### config.mk
export PLATFORM = sky130hd
export DESIGN_NAME = obj_face_index_parser_unit
export DESIGN_NICKNAME = d
export VERILOG_FILES = /design/src/rtl/core/ofip_pkg.sv /design/src/rtl/core/ofip_front.sv /design/src/rtl/core/ofip_cmd_fifo.sv /design/src/rtl/core/ofip_back.sv /design/src/rtl/core/obj_face_index_parser_unit.sv
export SDC_FILE = /design/constraint.sdc
export NUM_CORES = 1
export LEC_CHECK = 0
export BUFFER_PORTS_ARGS = -buffer_cell sky130_fd_sc_hd__buf_4
export CAP_MARGIN = 20
export CORE_ASPECT_RATIO = 0.7
export CORE_MARGIN = 5
export CORE_UTILIZATION = 30
export CTS_CLUSTER_SIZE = 12
export DETAILED_ROUTE_END_ITERATION = 16
export HOLD_SLACK_MARGIN = 0.1
export SYNTH_ARGS = -nofsm -noshare
export SYNTH_HDL_FRONTEND = slang
export SYNTH_SLANG_ARGS = --single-unit
### constraint.sdc
create_clock -name clk_i -period 15.45 [get_ports clk_i]
set_clock_uncertainty 0.05 [all_clocks]
set_input_delay 3.09 -clock clk_i [delete_from_list [all_inputs] [get_ports clk_i]]
set_output_delay 3.09 -clock clk_i [all_outputs]
set_load 0.03 [all_outputs]
### src/rtl/core/ofip_pkg.sv
// Shared types and constants for the OBJ face index parser.
`timescale 1ns / 1ps

package ofip_pkg;

  // Character codes the parser reacts to
  localparam logic [7:0] CH_NL    = 8'd10;
  localparam logic [7:0] CH_SPACE = 8'd32;
  localparam logic [7:0] CH_PLUS  = 8'd43;
  localparam logic [7:0] CH_MINUS = 8'd45;
  localparam logic [7:0] CH_SLASH = 8'd47;
  localparam logic [7:0] CH_ZERO  = 8'd48;
  localparam logic [7:0] CH_NINE  = 8'd57;
  localparam logic [7:0] CH_F     = 8'd102;

  // Width of one index value
  localparam int unsigned IDX_W = 32;

  // Command queue between front and back
  localparam int unsigned CQ_DEPTH = 4;
  localparam int unsigned CQ_AW    = 2;
  localparam int unsigned CQ_CW    = 3;

  // Byte class of a face-line byte
  typedef enum logic [2:0] {
    OP_NL,
    OP_SPACE,
    OP_SLASH,
    OP_DIGIT,
    OP_SIGN,
    OP_OTHER
  } cmd_op_e;

  // One classified byte handed to the back end
  typedef struct packed {
    cmd_op_e    op;
    logic [3:0] digit;
    logic       minus;
  } cmd_t;

endpackage

### src/rtl/core/ofip_front.sv
// Front end: tracks line type and classifies face-line bytes into commands.
`timescale 1ns / 1ps

module ofip_front (
  input  logic          clk_i,
  input  logic          rst_ni,
  input  logic          in_valid_i,
  output logic          in_stall_o,
  input  logic [7:0]    char_byte_i,
  output logic          cmd_push_o,
  output ofip_pkg::cmd_t cmd_o,
  input  logic          cmd_full_i
);
  import ofip_pkg::*;

  // Line mode codes
  localparam logic [1:0] MODE_START = 2'd0;
  localparam logic [1:0] MODE_FACE  = 2'd1;
  localparam logic [1:0] MODE_SKIP  = 2'd2;

  logic [1:0] mode_q, mode_d;
  logic       accept;

  assign in_stall_o = cmd_full_i;
  assign accept     = in_valid_i && !cmd_full_i;

  // Byte classification
  always_comb begin
    cmd_o.digit = char_byte_i[3:0];
    cmd_o.minus = (char_byte_i == CH_MINUS);
    if (char_byte_i == CH_NL) begin
      cmd_o.op = OP_NL;
    end else if (char_byte_i == CH_SPACE) begin
      cmd_o.op = OP_SPACE;
    end else if (char_byte_i == CH_SLASH) begin
      cmd_o.op = OP_SLASH;
    end else if (char_byte_i inside {[CH_ZERO:CH_NINE]}) begin
      cmd_o.op = OP_DIGIT;
    end else if (char_byte_i inside {CH_PLUS, CH_MINUS}) begin
      cmd_o.op = OP_SIGN;
    end else begin
      cmd_o.op = OP_OTHER;
    end
  end

  // Line mode tracking; only bytes of a face line body go to the queue
  always_comb begin
    mode_d     = mode_q;
    cmd_push_o = 1'b0;
    if (accept) begin
      case (mode_q)
        MODE_START: begin
          if (char_byte_i == CH_F) begin
            mode_d = MODE_FACE;
          end else if (char_byte_i != CH_NL) begin
            mode_d = MODE_SKIP;
          end
        end
        MODE_FACE: begin
          cmd_push_o = 1'b1;
          if (char_byte_i == CH_NL) begin
            mode_d = MODE_START;
          end
        end
        default: begin
          if (char_byte_i == CH_NL) begin
            mode_d = MODE_START;
          end
        end
      endcase
    end
  end

  always_ff @(posedge clk_i or negedge rst_ni) begin
    if (!rst_ni) begin
      mode_q <= MODE_START;
    end else begin
      mode_q <= mode_d;
    end
  end

endmodule

### src/rtl/core/ofip_cmd_fifo.sv
// Short command queue between the front and back ends.
`timescale 1ns / 1ps

module ofip_cmd_fifo (
  input  logic           clk_i,
  input  logic           rst_ni,
  input  logic           push_i,
  input  ofip_pkg::cmd_t push_data_i,
  output logic           full_o,
  output logic           valid_o,
  output ofip_pkg::cmd_t data_o,
  input  logic           pop_i
);
  import ofip_pkg::*;

  cmd_t             entry_q [CQ_DEPTH];
  logic [CQ_AW-1:0] wr_ptr_q, rd_ptr_q;
  logic [CQ_CW-1:0] count_q;
  logic             do_push, do_pop;

  assign full_o  = (count_q == CQ_CW'(CQ_DEPTH));
  assign valid_o = (count_q != '0);
  assign data_o  = entry_q[rd_ptr_q];
  assign do_push = push_i && !full_o;
  assign do_pop  = pop_i && valid_o;

  // Storage
  always_ff @(posedge clk_i) begin
    if (do_push) begin
      entry_q[wr_ptr_q] <= push_data_i;
    end
  end

  // Pointers and fill count
  always_ff @(posedge clk_i or negedge rst_ni) begin
    if (!rst_ni) begin
      wr_ptr_q <= '0;
      rd_ptr_q <= '0;
      count_q  <= '0;
    end else begin
      if (do_push) begin
        wr_ptr_q <= wr_ptr_q + 1'b1;
      end
      if (do_pop) begin
        rd_ptr_q <= rd_ptr_q + 1'b1;
      end
      if (do_push && !do_pop) begin
        count_q <= count_q + 1'b1;
      end else if (!do_push && do_pop) begin
        count_q <= count_q - 1'b1;
      end
    end
  end

endmodule

### src/rtl/core/ofip_back.sv
// Back end: field accumulation, token assembly, hold-back and output register.
`timescale 1ns / 1ps

module ofip_back #(
  parameter int unsigned FIELD_MAX_CHARS = 31
) (
  input  logic                       clk_i,
  input  logic                       rst_ni,
  input  logic                       cmd_valid_i,
  input  ofip_pkg::cmd_t             cmd_i,
  output logic                       cmd_pop_o,
  output logic                       out_valid_o,
  input  logic                       out_stall_i,
  output logic [ofip_pkg::IDX_W-1:0] vertex_o,
  output logic [ofip_pkg::IDX_W-1:0] texcoord_o,
  output logic [ofip_pkg::IDX_W-1:0] normal_o,
  output logic                       last_o
);
  import ofip_pkg::*;

  localparam int unsigned LEN_W = $clog2(FIELD_MAX_CHARS + 1);

  // Field phase codes
  localparam logic [1:0] PH_BEFORE  = 2'd0;
  localparam logic [1:0] PH_DIGITS  = 2'd1;
  localparam logic [1:0] PH_STOPPED = 2'd2;

  logic             open_q, open_d;
  logic             held_valid_q, held_valid_d;
  logic [1:0]       num_q, num_d;
  logic [IDX_W-1:0] acc_q, acc_d;
  logic             neg_q, neg_d;
  logic [1:0]       phase_q, phase_d;
  logic [LEN_W-1:0] len_q, len_d;
  logic [IDX_W-1:0] tok_q [3];
  logic [IDX_W-1:0] tok_d [3];
  logic [IDX_W-1:0] held_q [3];
  logic [IDX_W-1:0] held_d [3];

  logic             out_valid_q, out_valid_d;
  logic [IDX_W-1:0] out_v_q, out_t_q, out_n_q;
  logic             out_last_q;

  // Effective state: a closed token reads as freshly begun
  logic [1:0]       e_num;
  logic [IDX_W-1:0] e_acc;
  logic             e_neg;
  logic [1:0]       e_phase;
  logic [LEN_W-1:0] e_len;
  logic [IDX_W-1:0] e_tok [3];
  logic [IDX_W-1:0] fin_val;
  logic [IDX_W-1:0] fin_tok [3];
  logic [IDX_W-1:0] acc_step;
  logic             emit;
  logic             emit_last;
  logic [IDX_W-1:0] emit_tok [3];

  assign cmd_pop_o = cmd_valid_i && (!out_valid_q || !out_stall_i);

  // Finished field value and token with it stored
  always_comb begin
    e_num    = open_q ? num_q : 2'd0;
    e_acc    = open_q ? acc_q : '0;
    e_neg    = open_q ? neg_q : 1'b0;
    e_phase  = open_q ? phase_q : PH_BEFORE;
    e_len    = open_q ? len_q : '0;
    for (int i = 0; i < 3; i++) begin
      e_tok[i]   = open_q ? tok_q[i] : '0;
      fin_tok[i] = e_tok[i];
    end
    fin_val = e_neg ? (IDX_W'(0) - e_acc) : e_acc;
    if (e_num != 2'd3) begin
      fin_tok[e_num] = fin_val;
    end
    acc_step = (e_acc << 3) + (e_acc << 1) + IDX_W'(cmd_i.digit);
  end

  // Command execution
  always_comb begin
    open_d       = open_q;
    held_valid_d = held_valid_q;
    num_d        = num_q;
    acc_d        = acc_q;
    neg_d        = neg_q;
    phase_d      = phase_q;
    len_d        = len_q;
    tok_d        = tok_q;
    held_d       = held_q;
    emit         = 1'b0;
    emit_last    = 1'b0;
    emit_tok     = held_q;
    if (cmd_pop_o) begin
      case (cmd_i.op)
        OP_NL: begin
          if (open_q) begin
            emit      = 1'b1;
            emit_last = 1'b1;
            emit_tok  = fin_tok;
          end else if (held_valid_q) begin
            emit      = 1'b1;
            emit_last = 1'b1;
          end
          open_d       = 1'b0;
          held_valid_d = 1'b0;
          num_d        = 2'd0;
          acc_d        = '0;
          neg_d        = 1'b0;
          phase_d      = PH_BEFORE;
          len_d        = '0;
        end
        OP_SPACE: begin
          if (open_q) begin
            held_d       = fin_tok;
            held_valid_d = 1'b1;
            open_d       = 1'b0;
          end
        end
        default: begin
          // First byte of a token releases the held triplet
          if (!open_q && held_valid_q) begin
            emit         = 1'b1;
            held_valid_d = 1'b0;
          end
          open_d  = 1'b1;
          num_d   = e_num;
          acc_d   = e_acc;
          neg_d   = e_neg;
          phase_d = e_phase;
          len_d   = e_len;
          tok_d   = e_tok;
          if (cmd_i.op == OP_SLASH) begin
            tok_d   = fin_tok;
            acc_d   = '0;
            neg_d   = 1'b0;
            phase_d = PH_BEFORE;
            len_d   = '0;
            num_d   = (e_num == 2'd3) ? 2'd3 : e_num + 2'd1;
          end else if (e_num != 2'd3 && e_len < LEN_W'(FIELD_MAX_CHARS)) begin
            len_d = e_len + 1'b1;
            if (e_phase != PH_STOPPED) begin
              if (cmd_i.op == OP_DIGIT) begin
                acc_d   = acc_step;
                phase_d = PH_DIGITS;
              end else if (e_phase == PH_BEFORE && cmd_i.op == OP_SIGN) begin
                neg_d   = cmd_i.minus;
                phase_d = PH_DIGITS;
              end else begin
                phase_d = PH_STOPPED;
              end
            end
          end
        end
      endcase
    end
  end

  // Output register holds a result until it is taken
  always_comb begin
    out_valid_d = out_valid_q;
    if (emit) begin
      out_valid_d = 1'b1;
    end else if (!out_stall_i) begin
      out_valid_d = 1'b0;
    end
  end

  always_ff @(posedge clk_i or negedge rst_ni) begin
    if (!rst_ni) begin
      open_q       <= 1'b0;
      held_valid_q <= 1'b0;
      out_valid_q  <= 1'b0;
    end else begin
      open_q       <= open_d;
      held_valid_q <= held_valid_d;
      out_valid_q  <= out_valid_d;
    end
  end

  // Datapath registers
  always_ff @(posedge clk_i) begin
    num_q   <= num_d;
    acc_q   <= acc_d;
    neg_q   <= neg_d;
    phase_q <= phase_d;
    len_q   <= len_d;
    tok_q   <= tok_d;
    held_q  <= held_d;
    if (emit) begin
      out_v_q    <= emit_tok[0];
      out_t_q    <= emit_tok[1];
      out_n_q    <= emit_tok[2];
      out_last_q <= emit_last;
    end
  end

  assign out_valid_o = out_valid_q;
  assign vertex_o    = out_v_q;
  assign texcoord_o  = out_t_q;
  assign normal_o    = out_n_q;
  assign last_o      = out_last_q;

endmodule

### src/rtl/core/obj_face_index_parser_unit.sv
// Top level of the OBJ face index parser: front, command queue, back.
//
//   Channel  Direction  Handshake              Payload
//   in       sink       in_valid_i/in_stall_o  char_byte_i
//   out      source     out_valid_o/out_stall_i vertex/texcoord/normal_index_o,
//                                               last_of_face_o
//
// One byte per cycle sustained while the command queue is not full. The front
// is combinational: an accepted byte is written into the four-entry command
// queue, and the back pops it from there into its output register, from which
// the result is offered. Only the queue fill sets in_stall_o; the back pops
// whenever its output register is empty or being taken. Reset is
// asynchronous and clears all control state; no clearing pass is needed.
`timescale 1ns / 1ps

module obj_face_index_parser_unit #(
  parameter int unsigned FIELD_MAX_CHARS = 31
) (
  input  logic                              clk_i,
  input  logic                              rst_ni,
  input  logic                              in_valid_i,
  output logic                              in_stall_o,
  input  logic [7:0]                        char_byte_i,
  output logic                              out_valid_o,
  input  logic                              out_stall_i,
  output logic signed [ofip_pkg::IDX_W-1:0] vertex_index_o,
  output logic signed [ofip_pkg::IDX_W-1:0] texcoord_index_o,
  output logic signed [ofip_pkg::IDX_W-1:0] normal_index_o,
  output logic                              last_of_face_o
);
  import ofip_pkg::*;

  logic             push, full, q_valid, pop;
  cmd_t             push_cmd, q_cmd;
  logic [IDX_W-1:0] v_raw, t_raw, n_raw;

  ofip_front u_front (
    .clk_i       (clk_i),
    .rst_ni      (rst_ni),
    .in_valid_i  (in_valid_i),
    .in_stall_o  (in_stall_o),
    .char_byte_i (char_byte_i),
    .cmd_push_o  (push),
    .cmd_o       (push_cmd),
    .cmd_full_i  (full)
  );

  ofip_cmd_fifo u_fifo (
    .clk_i       (clk_i),
    .rst_ni      (rst_ni),
    .push_i      (push),
    .push_data_i (push_cmd),
    .full_o      (full),
    .valid_o     (q_valid),
    .data_o      (q_cmd),
    .pop_i       (pop)
  );

  ofip_back #(
    .FIELD_MAX_CHARS (FIELD_MAX_CHARS)
  ) u_back (
    .clk_i       (clk_i),
    .rst_ni      (rst_ni),
    .cmd_valid_i (q_valid),
    .cmd_i       (q_cmd),
    .cmd_pop_o   (pop),
    .out_valid_o (out_valid_o),
    .out_stall_i (out_stall_i),
    .vertex_o    (v_raw),
    .texcoord_o  (t_raw),
    .normal_o    (n_raw),
    .last_o      (last_of_face_o)
  );

  assign vertex_index_o   = $signed(v_raw);
  assign texcoord_index_o = $signed(t_raw);
  assign normal_index_o   = $signed(n_raw);

endmodule

Word-level counts from Yosys, hierarchy flattened
Memory sizes are Yosys's and may differ from the RTL's.
Cells that the tools add are included.
{"block": "totals", "word_cells": 158, "inputBits": 12, "ram_bits": 32, "mem_count": 1, "reg_bits": 343, "output_inout_bits": 99}
{"name": "u_fifo.entry_q", "depth": 4, "word_bits": 8, "read_ports": 1, "rd_ports_with_merged_regs": 0, "write_ports": 1, "line": "ofip_cmd_fifo.sv:16", "rtl": "cmd_t entry_q [CQ_DEPTH];"}
{"block": "op_classes", "reduce_logical": 33, "eq_ne": 19, "addsub": 9, "bitwise_logic": 3, "muxes": 66, "n_lt_le_gt_ge": 5}
{"cell": "96-bit two-way mux", "n": 5}
{"cell": "32-bit two-way mux", "n": 10}
{"cell": "96-bit bitwise mux", "n": 1}
{"cell": "32-bit demux with 2-bit select", "n": 1}
{"cell": "32-bit case mux with 2 select lines", "n": 1}
{"cell": "32-bit adder", "n": 1}
{"cell": "32-bit by 4-bit adder with 32-bit output", "n": 1}
{"cell": "8-bit by 6-bit equality test with 1-bit output, second input constant", "n": 4}
{"cell": "1-bit by 32-bit subtractor with 32-bit output, first input constant", "n": 1}
{"cell": "2-bit two-way mux", "n": 13}
{"cell": "1-bit two-way mux", "n": 20}
{"cell": "3-bit two-way mux", "n": 6}
{"cell": "5-bit two-way mux", "n": 3}
{"cell": "1-bit logical AND", "n": 11}
{"cell": "5-bit case mux with 2 select lines", "n": 1}
{"cell": "8-bit by 4-bit equality test with 1-bit output, second input constant", "n": 1}
{"cell": "8-bit by 7-bit equality test with 1-bit output, second input constant", "n": 1}
{"cell": "8-bit by 6-bit >= comparator with 1-bit output, second input constant", "n": 1}
{"cell": "8-bit by 6-bit less-or-equal comparator with 1-bit output, second input constant", "n": 1}
{"cell": "8-bit by 4-bit != test with 1-bit output, second input constant", "n": 1}
{"cell": "2-bit case mux with 2 select lines", "n": 2}
{"cell": "2-bit AND reduction", "n": 4}
{"cell": "2-bit by 1-bit adder with 2-bit output, second input constant", "n": 3}
{"cell": "3-bit by 2-bit equality test with 1-bit output, second input constant", "n": 2}
{"cell": "other kinds (24)", "n": 40}

Depth between registers and ports, before layout
Gate-level depths: netlist of run 1.
{"block": "depth", "ltp_word": 11, "ltp_mapped": 18, "mapped_depth_nobuf": 13}

By module
From an unflattened synthesis of run 1, not the netlist that was laid out.
{"block": "hier_totals", "hier_cells": 1918, "area_unflattened_um2": 20056.7}
{"module": "ofip_back", "cells_per_inst": 1806, "area_per_inst_um2": 18192.4, "instances": 1}
{"module": "ofip_cmd_fifo", "cells_per_inst": 77, "area_per_inst_um2": 1590.3, "instances": 1}
{"module": "ofip_front", "cells_per_inst": 35, "area_per_inst_um2": 274.0, "instances": 1}

Least setup slack after synthesis of run 1
Ideal clock, no wire load.
{"block": "synth_path", "path_kind": "input to register", "from": "in out_stall_i", "to": "reg u_back.out_last_q (netlist: u_back.last_o), enable pin", "setup_slack_ns": 3.970, "stages": 5, "path_buffers": 0, "arrival_time_ns": 10.730, "setup_time_ns": 0.700, "path_cell_list": "nand2_1 o31ai_1 inv_1 nand2_1 a211oi_1"}
{"block": "synth_via", "elab_chain_len": 4}
{"item": "start, declared", "line": "obj_face_index_parser_unit.sv:25", "rtl": "input logic out_stall_i,"}
{"item": "1-bit logical NOT", "line": "ofip_back.sv:58", "rtl": "assign cmd_pop_o = cmd_valid_i && (!out_valid_q || !out_stall_i);"}
{"item": "1-bit logical OR", "line": "ofip_back.sv:58"}
{"item": "1-bit logical AND", "line": "ofip_back.sv:58"}
{"item": "1-bit two-way mux", "line": "ofip_back.sv:92", "rtl": "if (cmd_pop_o) begin"}
{"item": "net u_back.emit", "line": "ofip_back.sv:54", "rtl": "logic emit;"}
{"item": "end signal, assigned", "line": "ofip_back.sv:192", "rtl": "out_last_q <= emit_last;"}
{"item": "end, declared", "line": "ofip_back.sv:42", "rtl": "logic out_last_q;"}
The timed path passes the listed nets, and every way through them passes these cells.
A chain may end at the register's enable or synchronous reset.

==> results.md, run 1 <==
* Clk pin slew, worst setup/hold paths at 60 ps
* Comb pwr share at 48.3%
* Area contributors post-synth: edfxtp_1, nand2_1, ha_1, o21ai_0, nor2_1
* Number of nets in the layout at 2017
* IO Count at 111
* Die span in y at 227 um
* Required time worst endpoint at 15680 ps
* Clk pwr share at 15.0%
* Cell variety after synth at 73
* Routed Antenna Nets at 0
* Final Hold Vio Count at 0
* Vias in the first global route at 14200
* CTS root buffer: clkbuf_16
* CP dominant cell by count: buf_4
* Delay of the slowest critical-path stage at 630 ps
* Gr usage total at 15.0%
* Clock Sinks at 375
* CTS Hold Bufs at 0
* Final setup TNS at 0 ps
* Synthesis-to-finish area growth at 13.4%
* Port bufs at 110
* Via density per instance at 5.31
* Sequential share of power at 36.7%
* Top FF cell, synth: edfxtp_1
* Core area at 0.0665 sq mm
* Grt total ovfl at 0
* RSZ-0062 raised after global routing: no
* Total power at 5.58 mW
* Setup Buffers After CTS at 0
* Sw Ratio at 45.5%
* Synth top area share at 54.1%
* CTS Buf Count at 37
* Outcome: finished clean
* Violation count after the first detailed-route iteration at 1713
* Final routed DRC violation total at 0
* Cell Chain, Critical Path: buf_4, nand2_1, o31ai_2, nor3_4, buf_4, nand2_4, buf_4, mux2_1
* Post-CTS Resized at 0
* Vias at 15100
* Overall routed net length at 56400 um
* Post-synth EDFFs at 363
* Synth Cell Area at 0.0202 sq mm
* Drt first pass iters at 5
* Share of layout cells above drive strength 1 at 12.7%
* CP Launch Type: input pin
* Switching power total at 2.54 mW
* Crit path max fanout at 65
* Yosys top cell by area: edfxtp_1
* Row cnt at 79
* N_diodes at 0
* Detailed-placement wirelength estimate at 38900 um
* Full die area at 0.0726 sq mm
* Worst EP arrival at 5520 ps
* Int Pwr at 3.05 mW
* First-pass GRT wire length at 86600 um
* Initial antenna violation count at 2
* Worst Setup End Kind: register
* Max-cap violations at 0
* Yosys Warn Count at 0
* Initial Util at 30.3%
* TritonCTS clock tree: yes
* H-tree depth at 2
* Worst vdd ir at 0.120 mV
* # setup viols final at 0
* Yosys reg bits at 375
* Final core occ at 34.4%
* Tmin final at 5290 ps
* Clk Latency, worst-skew pair at 550 ps
* WL per Instance at 19.9 um
* Fin. max-slew vios at 0
* Setup CP Type: input pin to register
* Tightest Pin Transition at 1120 ps
* Fin crit share at 34.2%
* Post-Syn Instances at 1881
* Syn_area_per_cell at 10.7 sq um
* Leak pwr at 8.59 nW
* Post-Syn Nets at 1961
* Hold WS at 448 ps
* Largest net degree at the start of global routing at 88
* Die span in x at 320 um
* Crit-path slowest cell: buf_4
* Fmax at 189 MHz
* CTS Buffer Depth at 3
* Routability cong. at 0.845
* Seq/Total Area, Yosys at 55.6%
* Hold/Removal Path Class: register to register
* Post-synth ARST share at 3.20%
* Power density cells at 244 mW/mm^2
* Headroom to the max-slew limit at 24.9%
critical path, delay by kind of cell:
kind	cells	cell delay [ps]
buffers and inverters	3	990
AOI/OAI and AO/OA	1	250
muxes	1	380
and+or+nand+nor	3	740
cell usage in the layout, fill, tap and decap left out, types with 16 or more instances in the layout:
cell type / count
a21oi_1: 112
xor2_1: 25
a21o_1: 25
o21ai_1: 49
and2_1: 28
nand4_1: 27
ha_1: 65
nand2_1: 250
mux2i_1: 16
nor2_1: 165
inv_1: 59
clkbuf_16: 39
mux2_1: 16
edfxtp_1: 363
buf_4: 136
nand3_1: 71
nor3_1: 22
o21ai_0: 161
a211oi_1: 26
xnor2_1: 34
mux2_2: 28
routing by layer:
metal / part of all wire [%] / track usage, %
met3: 8.8 / 3.35
met4: 1.2 / 2.32
met2: 42 / 21.9
met1: 48 / 23.3
met5: 0.048 / 0
state kept, by name, indices dropped and copies added, names as in the netlist, 2 cells and up:
| name | count |
|---|---|
| u_front.mode_q | 2 |
| u_back.normal_o | 32 |
| u_back.acc_q | 32 |
| u_fifo.entry_q | 32 |
| u_back.num_q | 2 |
| u_fifo.rd_ptr_q | 2 |
| u_fifo.wr_ptr_q | 2 |
| u_back.phase_q | 2 |
| u_fifo.count_q | 3 |
| u_back.vertex_o | 32 |
| u_back.held_q | 96 |
| u_back.tok_q | 96 |
| u_back.texcoord_o | 32 |
| u_back.len_q | 5 |
through the flow:
stage | cells | setup slack, ps | instance area [sq um]
2_1_floorplan | 1881 | 3970 | 20200
3_3_place_gp | 2789 | 9640 | 21800
3_5_place_dp | 2789 | 9600 | 21800
4_1_cts | 2840 | 10150 | 22900
5_1_grt | 2840 | 9850 | 22900
6_report | 2840 | 10160 | 22900
final timing paths:
path | to | cells past startpoint | start | slack, ps
worst max-delay path | u_back.vertex_o[27] | 8 | out_stall_i | 10160
worst min-delay path | u_front.mode_q[1] | 1 | u_front.mode_q[1] | 450
worst max register to register | u_back.acc_q[24] | 12 | u_back.open_q | 10250
worst min register to register | u_front.mode_q[1] | 1 | u_front.mode_q[1] | 450
max in group asynchronous | u_back.open_q | 1 | rst_ni | 12850
min in group asynchronous | u_back.open_q | 1 | rst_ni | 2330
power by group through the flow:
stage	clock network [mW]	registers [mW]	logic, mW
after floorplan	0	2.19	1.65
after global placement	0	2.06	2.63
after detailed placement	0	2.06	2.68
after CTS	0.858	2.05	2.69
after global routing	0.903	2.09	2.95
final	0.840	2.05	2.70
layout make-up:
class / instances / area, sq um
fill: 6598 / 43700
sequential: 375 / 11200
multi-input combinational: 1327 / 8260
tap: 891 / 1110
timing repair buffer: 136 / 1020
clock buffer: 48 / 1020
inverter: 60 / 225
clock inverter: 3 / 16.3
kinds of logic (layout without fill, tap and decap cells):
group           after synthesis  in the layout  synth area share (%)
fa+ha+maj                    68             68                  4.33
buf+inv                     179            247                  3.64
compound gates              494            494                  15.0
flops                       375            375                  55.6
simple gates                629            629                  14.0
mux                          74             74                  4.59
xor+xnor                     62             62                  2.86
synthesized netlist by cell type (5+ instances only):
| cell type | count |
|---|---|
| a211oi_1 | 27 |
| a21o_1 | 25 |
| a21oi_1 | 112 |
| a221o_1 | 8 |
| a22o_1 | 14 |
| a22oi_1 | 6 |
| a31oi_1 | 14 |
| and2_1 | 28 |
| and3_1 | 11 |
| buf_1 | 9 |
| buf_2 | 20 |
| buf_6 | 5 |
| clkbuf_1 | 85 |
| dfrtp_1 | 12 |
| edfxtp_1 | 363 |
| ha_1 | 65 |
| inv_1 | 60 |
| mux2_1 | 16 |
| mux2_2 | 28 |
| mux2_4 | 6 |
| mux2i_1 | 16 |
| mux4_2 | 8 |
| nand2_1 | 251 |
| nand2b_1 | 7 |
| nand3_1 | 71 |
| nand4_1 | 27 |
| nor2_1 | 168 |
| nor3_1 | 22 |
| nor4_1 | 10 |
| o211ai_1 | 7 |
| o21a_1 | 15 |
| o21ai_0 | 161 |
| o21ai_1 | 49 |
| o221ai_1 | 9 |
| o2bb2ai_1 | 7 |
| o31ai_1 | 14 |
| o41ai_1 | 7 |
| or4_1 | 5 |
| xnor2_1 | 34 |
| xor2_1 | 25 |
(Power assumes the default switching activity.)
==> run 2, diff against run 1 <==
==> constraint.sdc (replaced) <==
create_clock -name clk_i -period 4.5 [get_ports clk_i]
set_clock_uncertainty 0.05 [all_clocks]
set_input_delay 0.9 -clock clk_i [delete_from_list [all_inputs] [get_ports clk_i]]
set_output_delay 0.9 -clock clk_i [all_outputs]
set_load 0.03 [all_outputs]
==> results.md, run 2 (synthesis gave the netlist of run 1 again) <==
* Fmax at 233 MHz
* Vias in the first global route at 14100 (-0.71%)
* CP Launch Type: register
* Tmin final at 4280 ps
* H-tree depth at 2 (unchanged)
* RSZ-0062 raised after global routing: no
* Violation count after the first detailed-route iteration at 1480 (-14%)
* Placement Cell Area at 0.0221 sq mm (+1.3%)
* Detailed-placement wirelength estimate at 38200 um (-1.8%)
* CTS Hold Bufs at 0 (unchanged)
* Most frequent cells in the layout: edfxtp_1, nand2_1, nor2_1
* Fin crit share at 95.2%
* N_diodes at 0 (unchanged)
* Required time worst endpoint at 4730 ps (-10950 ps)
* Vias at 15000 (-0.63%)
* Core area at 0.0665 sq mm (unchanged)
* Crit path from: u_fifo.rd_ptr_q[0]
* Final setup TNS at 0 ps (unchanged)
* IO Count at 111 (unchanged)
* Gr usage total at 14.3% (-0.72 points)
* Power density cells at 840 mW/mm^2 (+240%)
* Drt first pass iters at 6 (+1)
* CTS Buffer Depth at 3 (unchanged)
* Post-CTS Resized at 0 (unchanged)
* Setup crit end: u_back.acc_q[24]
* Clk pin slew, worst setup/hold paths at 70 ps (about the same)
* Worst R2R Setup Slack at 220 ps (-10030 ps)
* First-pass GRT wire length at 83200 um (-3.9%)
* Initial Util at 30.3% (unchanged)
* Outcome: finished clean
* Die span in x at 320 um (unchanged)
* Via density per instance at 5.21 (-1.9%)
* R2R cell count at 12 (unchanged)
* Routability cong. at 0.891 (+5.4%)
* Hold/Removal Path Class: input pin to asynchronous set/reset pin
* Share of layout cells above drive strength 1 at 14.1% (+1.5 points)
* # setup viols final at 0 (unchanged)
* Full die area at 0.0726 sq mm (unchanged)
* WL per Instance at 18.9 um (-4.8%)
* Largest regs: u_back.held_q x96, u_back.tok_q x96
* Final Hold Vio Count at 0 (unchanged)
* Tightest Pin Transition at 1090 ps (-32.7 ps)
* Total power at 19.6 mW (+250%)
* Worst vdd ir at 0.505 mV (+320%)
* Fin area at 0.0233 sq mm (+1.8%)
* Port bufs at 110 (unchanged)
* Worst Setup End Kind: register
* Fin. max-slew vios at 0 (unchanged)
* Initial antenna violation count at 2 (unchanged)
* Reg2Reg Capture Point: u_back.acc_q[24]
* Synthesis-to-finish area growth at 15.5%
* Crit path max fanout at 4 (-94%)
* Worst EP arrival at 4510 ps (-1010 ps)
* Setup Buffers After CTS at 0 (unchanged)
* Setup CP Type: register to register
* Die span in y at 227 um (unchanged)
* Routed Antenna Nets at 0 (unchanged)
* Clock Sinks at 375 (unchanged)
* Headroom to the max-slew limit at 27.4% (+2.4 points)
* Number of nets in the layout at 2046 (+1.4%)
* Clk Latency, worst-skew pair at 560 ps (about the same)
* Largest net degree at the start of global routing at 82 (-6.8%)
* CTS Buf Count at 39 (+5.4%)
* Grt total ovfl at 0 (unchanged)
* # fillers at 6570 (-0.42%)
* Leak pwr at 8.81 nW (+2.6%)
* TritonCTS clock tree: yes
* Max-cap violations at 0 (unchanged)
* Most common cell after layout, fill and taps aside: edfxtp_1
* Overall routed net length at 54400 um (-3.6%)
* Worst r2r src: u_fifo.rd_ptr_q[0]
* Row cnt at 79 (unchanged)
* Final routed DRC violation total at 0 (unchanged)
* CTS root buffer: clkbuf_16
[run 2: changes by cell type in the layout (fill, tap and decap cells not counted), sizes merged]
cell / before / now
buf: 136 / 163
bufinv: 0 / 3
clkbuf: 48 / 51
clkinv: 2 / 3
clkinvlp: 0 / 1
inv: 61 / 63
[run 2: metrics by stage]
stage                     hold WS, ps  cells  util, %  setup WS, ps
after floorplan                   413   1881        -          5.99
after global placement            425   2816     33.2           343
after global routing              120   2877     35.0         0.483
after detailed placement          432   2816     33.2           233
after CTS                         124   2877     35.0           209
final                             124   2877     35.0           216
[run 2: cell type report]
class,instances,area (sq um),area share [%]
flip-flops and latches,375,11200,48.1
multi-input cells,1327,8260,35.5
repair buffers,163,1310,5.63
well taps,891,1110,4.79
clock buffers,51,1030,4.43
inverters,60,225,0.967
clock inverters,10,138,0.591
[run 2: how the worst min path moves through the flow]
stage,slack (ps),startpoint,endpoint,cells past startpoint
after floorplan,410,u_fifo.count_q[2],u_fifo.count_q[2],1
final,120,rst_ni,u_front.mode_q[1],1
after CTS,120,rst_ni,u_front.mode_q[1],1
after global routing,120,rst_ni,u_front.mode_q[1],1
after global placement,420,u_front.mode_q[1],u_front.mode_q[1],1
after detailed placement,430,u_front.mode_q[1],u_front.mode_q[1],1
[run 2: critical path, cell delays in order, from the launching register on]
cell and delay, ps:
dfrtp_1 450, mux4_2 550, fa_1 550, inv_1 70, fa_1 440, nand2b_1 170, a211oi_1 380, nor3_1 200
a2111oi_0 510, buf_4 200, a21o_1 160, mux2i_1 190, a211oi_1 70
[run 2: power by group]
part / leakage, nW / switching (mW) / internal (mW) / total, mW
sequential: 3.64 / 0.737 / 5.96 / 6.69
clock: 0.566 / 1.35 / 1.78 / 3.13
combinational: 4.61 / 6.61 / 3.12 / 9.73
[run 2: per-layer routing]
metal	GRT usage (%)	routed length, um
met1	21.7	26500
met2	21.1	22900
met3	3.65	4260
met4	1.90	567
met5	1.37	162
